$ cat config.mk
export PLATFORM = sky130hd
export DESIGN_NAME = lps_seq
export DESIGN_NICKNAME = d
export VERILOG_FILES = /design/src/rtl/lps_pkg.sv /design/src/rtl/lps_seq.sv
export VERILOG_INCLUDE_DIRS = /design/src /design/src/rtl
export SDC_FILE = /design/constraint.sdc
export NUM_CORES = 1
export LEC_CHECK = 0
export ABC_AREA = 1
export BUFFER_PORTS_ARGS = -buffer_cell sky130_fd_sc_hd__buf_2
export CAP_MARGIN = 30
export CORE_ASPECT_RATIO = 1.1
export CORE_MARGIN = 4
export CORE_UTILIZATION = 30
export DETAILED_ROUTE_END_ITERATION = 7
export RECOVER_POWER = 50
export SLEW_MARGIN = 15
export SYNTH_ARGS = -nofsm -noshare
export SYNTH_HDL_FRONTEND = slang
export SYNTH_SLANG_ARGS = --single-unit
$ cat constraint.sdc
create_clock -name clk -period 2.5 [get_ports clk]
set_input_delay 0.5 -clock clk [delete_from_list [all_inputs] [get_ports clk]]
set_output_delay 0.5 -clock clk [all_outputs]
set_load 0.005 [all_outputs]
$ cat src/rtl/linear_prime_sieve_macros.svh
// assertion macros shared by the linear prime sieve rtl
`ifndef LINEAR_PRIME_SIEVE_MACROS_SVH
`define LINEAR_PRIME_SIEVE_MACROS_SVH

// same-cycle implication, sampled on clk, off while rst_n is low
`define LPS_ASSERT_IMPL(name, ante, cons, msg) \
  name: assert property (@(posedge clk) disable iff (!rst_n) (ante) |-> (cons)) \
    else $error(msg);

// next-cycle implication, sampled on clk, off while rst_n is low
`define LPS_ASSERT_NEXT(name, ante, cons, msg) \
  name: assert property (@(posedge clk) disable iff (!rst_n) (ante) |=> (cons)) \
    else $error(msg);

`endif

$ cat src/rtl/lps_pkg.sv
// shared constants, types and microcode rom of the linear prime sieve
package lps_pkg;

  // sizing
  localparam int MAX_NUMBER = 131072;
  localparam int MAX_PRIMES = 16384;
  localparam int CAND_W     = 17;
  localparam int COUNT_W    = 15;
  localparam int MAP_AW     = $clog2(MAX_NUMBER);
  localparam int LIST_AW    = $clog2(MAX_PRIMES);
  localparam int TOTAL_W    = $clog2(MAX_PRIMES + 1);
  localparam int PROD_W     = 2 * CAND_W;
  localparam int DIV_CNT_W  = $clog2(CAND_W);
  localparam int STEP_W     = 4;

  localparam logic [CAND_W-1:0] FIRST_CANDIDATE = CAND_W'(2);
  localparam logic [CAND_W-1:0] LIMIT_RESET     = CAND_W'(100000);

  // result status codes
  typedef enum logic [1:0] {
    ST_OK,
    ST_ORDER,
    ST_RANGE,
    ST_FULL
  } status_t;

  // datapath operations, one per control word
  typedef enum logic [3:0] {
    OP_CLEAR,
    OP_ACCEPT,
    OP_CLASSIFY,
    OP_LIST_READ,
    OP_MULTIPLY,
    OP_MARK,
    OP_DIV_STEP,
    OP_NEXT,
    OP_RESULT
  } op_t;

  // jump conditions
  typedef enum logic [3:0] {
    C_CLEAR_LAST,
    C_ACCEPT,
    C_ERROR,
    C_WALK_END,
    C_OVER_LIMIT,
    C_DIV_MORE,
    C_DIVIDES,
    C_OUT_FREE,
    C_ALWAYS
  } cond_t;

  typedef logic [STEP_W-1:0] step_t;

  // program addresses
  localparam step_t STEP_CLEAR    = step_t'(0);
  localparam step_t STEP_WAIT     = step_t'(1);
  localparam step_t STEP_CLASSIFY = step_t'(2);
  localparam step_t STEP_LIST_RD  = step_t'(3);
  localparam step_t STEP_MULTIPLY = step_t'(4);
  localparam step_t STEP_MARK     = step_t'(5);
  localparam step_t STEP_DIV      = step_t'(6);
  localparam step_t STEP_NEXT     = step_t'(7);
  localparam step_t STEP_RESULT   = step_t'(8);

  // status from the datapath to the sequencer
  typedef struct packed {
    logic clear_last;
    logic accept;
    logic error;
    logic walk_end;
    logic over_limit;
    logic div_more;
    logic divides;
    logic out_free;
  } flags_t;

  // control word: operation, condition, target when true, target when false
  typedef struct packed {
    op_t   op;
    cond_t cond;
    step_t jt;
    step_t jf;
  } ucode_t;

  // microcode program
  function automatic ucode_t ucode_rom(input step_t s);
    ucode_t w;
    unique case (s)
      STEP_CLEAR:    w = '{op: OP_CLEAR,     cond: C_CLEAR_LAST, jt: STEP_WAIT,
                           jf: STEP_CLEAR};
      STEP_WAIT:     w = '{op: OP_ACCEPT,    cond: C_ACCEPT,     jt: STEP_CLASSIFY,
                           jf: STEP_WAIT};
      STEP_CLASSIFY: w = '{op: OP_CLASSIFY,  cond: C_ERROR,      jt: STEP_RESULT,
                           jf: STEP_LIST_RD};
      STEP_LIST_RD:  w = '{op: OP_LIST_READ, cond: C_WALK_END,   jt: STEP_RESULT,
                           jf: STEP_MULTIPLY};
      STEP_MULTIPLY: w = '{op: OP_MULTIPLY,  cond: C_ALWAYS,     jt: STEP_MARK,
                           jf: STEP_MARK};
      STEP_MARK:     w = '{op: OP_MARK,      cond: C_OVER_LIMIT, jt: STEP_RESULT,
                           jf: STEP_DIV};
      STEP_DIV:      w = '{op: OP_DIV_STEP,  cond: C_DIV_MORE,   jt: STEP_DIV,
                           jf: STEP_NEXT};
      STEP_NEXT:     w = '{op: OP_NEXT,      cond: C_DIVIDES,    jt: STEP_RESULT,
                           jf: STEP_LIST_RD};
      STEP_RESULT:   w = '{op: OP_RESULT,    cond: C_OUT_FREE,   jt: STEP_WAIT,
                           jf: STEP_RESULT};
      default:       w = '{op: OP_RESULT,    cond: C_ALWAYS,     jt: STEP_WAIT,
                           jf: STEP_WAIT};
    endcase
    return w;
  endfunction

endpackage

$ cat src/rtl/lps_seq.sv
// microcode sequencer: step counter, control rom and conditional jumps
module lps_seq (
  input  logic            clk,
  input  logic            rst_n,
  input  lps_pkg::flags_t flags,
  output lps_pkg::op_t    op
);
  import lps_pkg::*;

  `include "linear_prime_sieve_macros.svh"

  step_t  step_r;
  step_t  step_nxt;
  ucode_t word;
  logic   cond_true;

  // fetch control word
  assign word = ucode_rom(step_r);
  assign op   = word.op;

  // evaluate jump condition
  always_comb begin
    unique case (word.cond)
      C_CLEAR_LAST: cond_true = flags.clear_last;
      C_ACCEPT:     cond_true = flags.accept;
      C_ERROR:      cond_true = flags.error;
      C_WALK_END:   cond_true = flags.walk_end;
      C_OVER_LIMIT: cond_true = flags.over_limit;
      C_DIV_MORE:   cond_true = flags.div_more;
      C_DIVIDES:    cond_true = flags.divides;
      C_OUT_FREE:   cond_true = flags.out_free;
      C_ALWAYS:     cond_true = 1'b1;
      default:      cond_true = 1'b1;
    endcase
  end

  assign step_nxt = cond_true ? word.jt : word.jf;

  // step counter, starts with the map clearing pass
  always_ff @(posedge clk) begin
    if (!rst_n) begin
      step_r <= STEP_CLEAR;
    end else begin
      step_r <= step_nxt;
    end
  end

  `LPS_ASSERT_NEXT(a_accept_to_classify, op == OP_ACCEPT && flags.accept, op == OP_CLASSIFY, "accepted item not classified next cycle")
  `LPS_ASSERT_IMPL(a_wait_after_result, step_r == STEP_RESULT && flags.out_free, step_nxt == STEP_WAIT, "result taken but sequencer not returning to wait")

endmodule

==> impl_metrics.json <==
{
  "final_util": 0.3396,
  "synthArstFlopShare": 0,
  "setup_viol_count_final": 0,
  "vias": 696,
  "grt_pass1_vias": 683,
  "max_stage_delay_ns": 0.53,
  "grt_pass1_wl_um": 2684,
  "synth.most_common_cell": "nand2_1",
  "synth_top_area_share": 0.3678,
  "cts_root_buf": "clkbuf_4",
  "critPathLaunchType": "register",
  "clock_sinks": 16,
  "fmax_mhz": 500.8,
  "grt_max_degree": 11,
  "outcome": "complete, no violations",
  "fin_skew_ns": 0.002650,
  "largest_register_ffs": 16,
  "ys_seq_area_frac": 0.3678,
  "yosys_warnings": 0,
  "antennaDiodeCount": 0,
  "grt_overflow": 0,
  "ys_top_cells_by_area": "dfxtp_1 (37%), nand2_1 (11%), ha_1 (10%)",
  "drive_gt1_frac": 0.1967,
  "viasPerCell": 4.490,
  "post-route-drc-count": 0,
  "final.min_clock_period_ns": 1.997,
  "ys_seq_elements": 16,
  "rrSetupSlack_ns": 0.50,
  "r2r_cells": 10,
  "grt_antenna_before_repair": 0,
  "core_um2": 2778,
  "ctsHtreeMaxLevel": 1,
  "max_cap_violations": 0,
  "synth_area_leader_cell": "dfxtp_1",
  "syn-cell-area_um2": 870.8,
  "hold_path_depth": 3,
  "reg2reg_from": "word[9]",
  "critPathCapture": "word[10]",
  "drt-pass1-iter-count": 4,
  "synth_cell_types": 20,
  "finalHoldViolCount": 0,
  "rr_endpoint": "word[10]",
  "ys_top_cells_by_count": "nand2_1 (26), dfxtp_1 (16), inv_1 (16)",
  "cts.path.max_buffers": 2,
  "crit_chain": "inv_1 -> nand2_1 -> nand3_1 -> nand3_2 -> nand3_4 -> nand2_1 -> clkinv_1 -> nor2_1 -> nand3_2 -> nand2_1",
  "place_congestion": 0.8242,
  "synth.avg_cell_area_um2": 7.845,
  "numCtsBuffers": 3,
  "grt_usage": 0.09120,
  "antenna_left": 0,
  "nets": 141,
  "cts.clk_slew.worst_paths_ns": 0.07,
  "post_drt_wl_per_cell_um": 9.497,
  "max-slew-margin-rel": 0.5500,
  "hold_start": "rst_n",
  "critPathBufInv": 2,
  "slew_violations": 0,
  "setup_tns_ns": 0,
  "cp_top_family": "simple AND/OR/NAND/NOR gates",
  "cp.arrival_ns": 2.21,
  "cts_tree": "built",
  "start_util": 0.3135,
  "fill_cells": 306,
  "hold_buffers": 0,
  "criticalPathCategory": "reg2reg",
  "powerDensity_nw_per_um2": 1194,
  "synth_cells": 111,
  "area_growth_pct": 8.333,
  "multiInputGateArea_um2": 430.4,
  "drt_iter0_drc": 15,
  "seq_area_um2": 320.3,
  "die_area_um2": 3830,
  "crit_top_cell": "nand2_1",
  "fp.dieW_um": 59.37,
  "tightest_slew_ns": 0.6725,
  "die_h_um": 64.51,
  "hp-class": "in2reg",
  "cp-end-kind": "register",
  "syn_nets": 128,
  "startpoint": "word[9]",
  "cts_setup_buffers": 0,
  "p_leak_uw": 0.0004874,
  "synth_edf_count": 0,
  "cts_resized": 0,
  "clock_latency_ns": 0.27,
  "crit_slowest_cell": "nor2_1",
  "wl_um": 1472,
  "path_max_fanout": 9,
  "required_ns": 2.71,
  "peakVddDrop_v": 0.0004645,
  "yosys_most_used_dff": "dfxtp_1",
  "ioPinCount": 14,
  "cp.depth": 10,
  "grt_setup_unrepaired": "false",
  "fin_crit_sh": 0.7987,
  "io_buffers": 13,
  "rows": 20,
  "hpwlAfterDp_um": 1243
}
==> stage by stage <==
stage / instances / setup WS [ns] / instance area [um2] / hold WS (ns) / total power, uW
finish: 155 / 0.5032 / 943.4 / 0.6433 / 1126
global placement: 152 / 0.4354 / 943.4 / 0.6299 / 1059
global route: 155 / 0.2522 / 943.4 / 0.6546 / 1262
floorplan: 111 / 0.6779 / 870.8 / 0.5904 / 958.6
CTS: 155 / 0.5280 / 965.9 / 0.6409 / 1191
detailed placement: 152 / 0.4190 / 943.4 / 0.6305 / 1067
==> final cells by class <==
class / count / area share
clock buffers: 3 / 0.02387
inverters: 18 / 0.07162
multi-input cells: 72 / 0.4562
flip-flops and latches: 16 / 0.3395
well taps: 33 / 0.04377
repair buffers: 13 / 0.06499
==> worst min-delay path by stage <==
stage                           to  slack [ns]
final                     word[14]        0.64
after global routing      word[14]        0.65
after CTS                 word[15]        0.64
after detailed placement  word[15]        0.63
after global placement    word[15]        0.63
after floorplan           word[15]        0.59
==> layer usage <==
layer | wire length (um) | track usage | vias to the layer above
met1 | 632 | 0.1027 | 318
met5 | 0 | 0 | -
met2 | 747 | 0.1503 | 7
met3 | 61 | 0.02590 | 4
met4 | 31 | 0.05099 | 0
li1 | - | - | 367
==> where the power goes <==
| part | total, uW | internal [uW] | switching, uW |
|---|---|---|---|
| logic | 611 | 212 | 399 |
| registers | 394 | 361 | 32.4 |
| clock network | 122 | 55.8 | 66.1 |
| total | 1130 | 629 | 497 |
==> worst reg2reg max path: cells and delay by family (launching register included) <==
family,cells,cell delay (ns)
buffers and inverters,2,0.17
AND/OR/NAND/NOR,8,1.35
flip-flops,1,0.41
==> kinds of logic after synthesis <==
logic type / after synthesis / share of synthesized area
AOI/OAI and AO/OA: 1 / 0.005742
DFF: 16 / 0.3678
buffers and inverters: 23 / 0.1164
and+or+nand+nor: 64 / 0.4095
adders and majority gates: 7 / 0.1006
==> placed cells by master, fill, tap and decap left out, drive strengths merged <==
master and n:
buf 10, clkbuf 6, clkinv 1, dfxtp 16, ha 7, inv 17, nand2 29, nand3 19
nand3b 1, nand4 3, nor2 9, nor3 1, o21ai 1, or2 2
(Power assumes the default switching activity.)
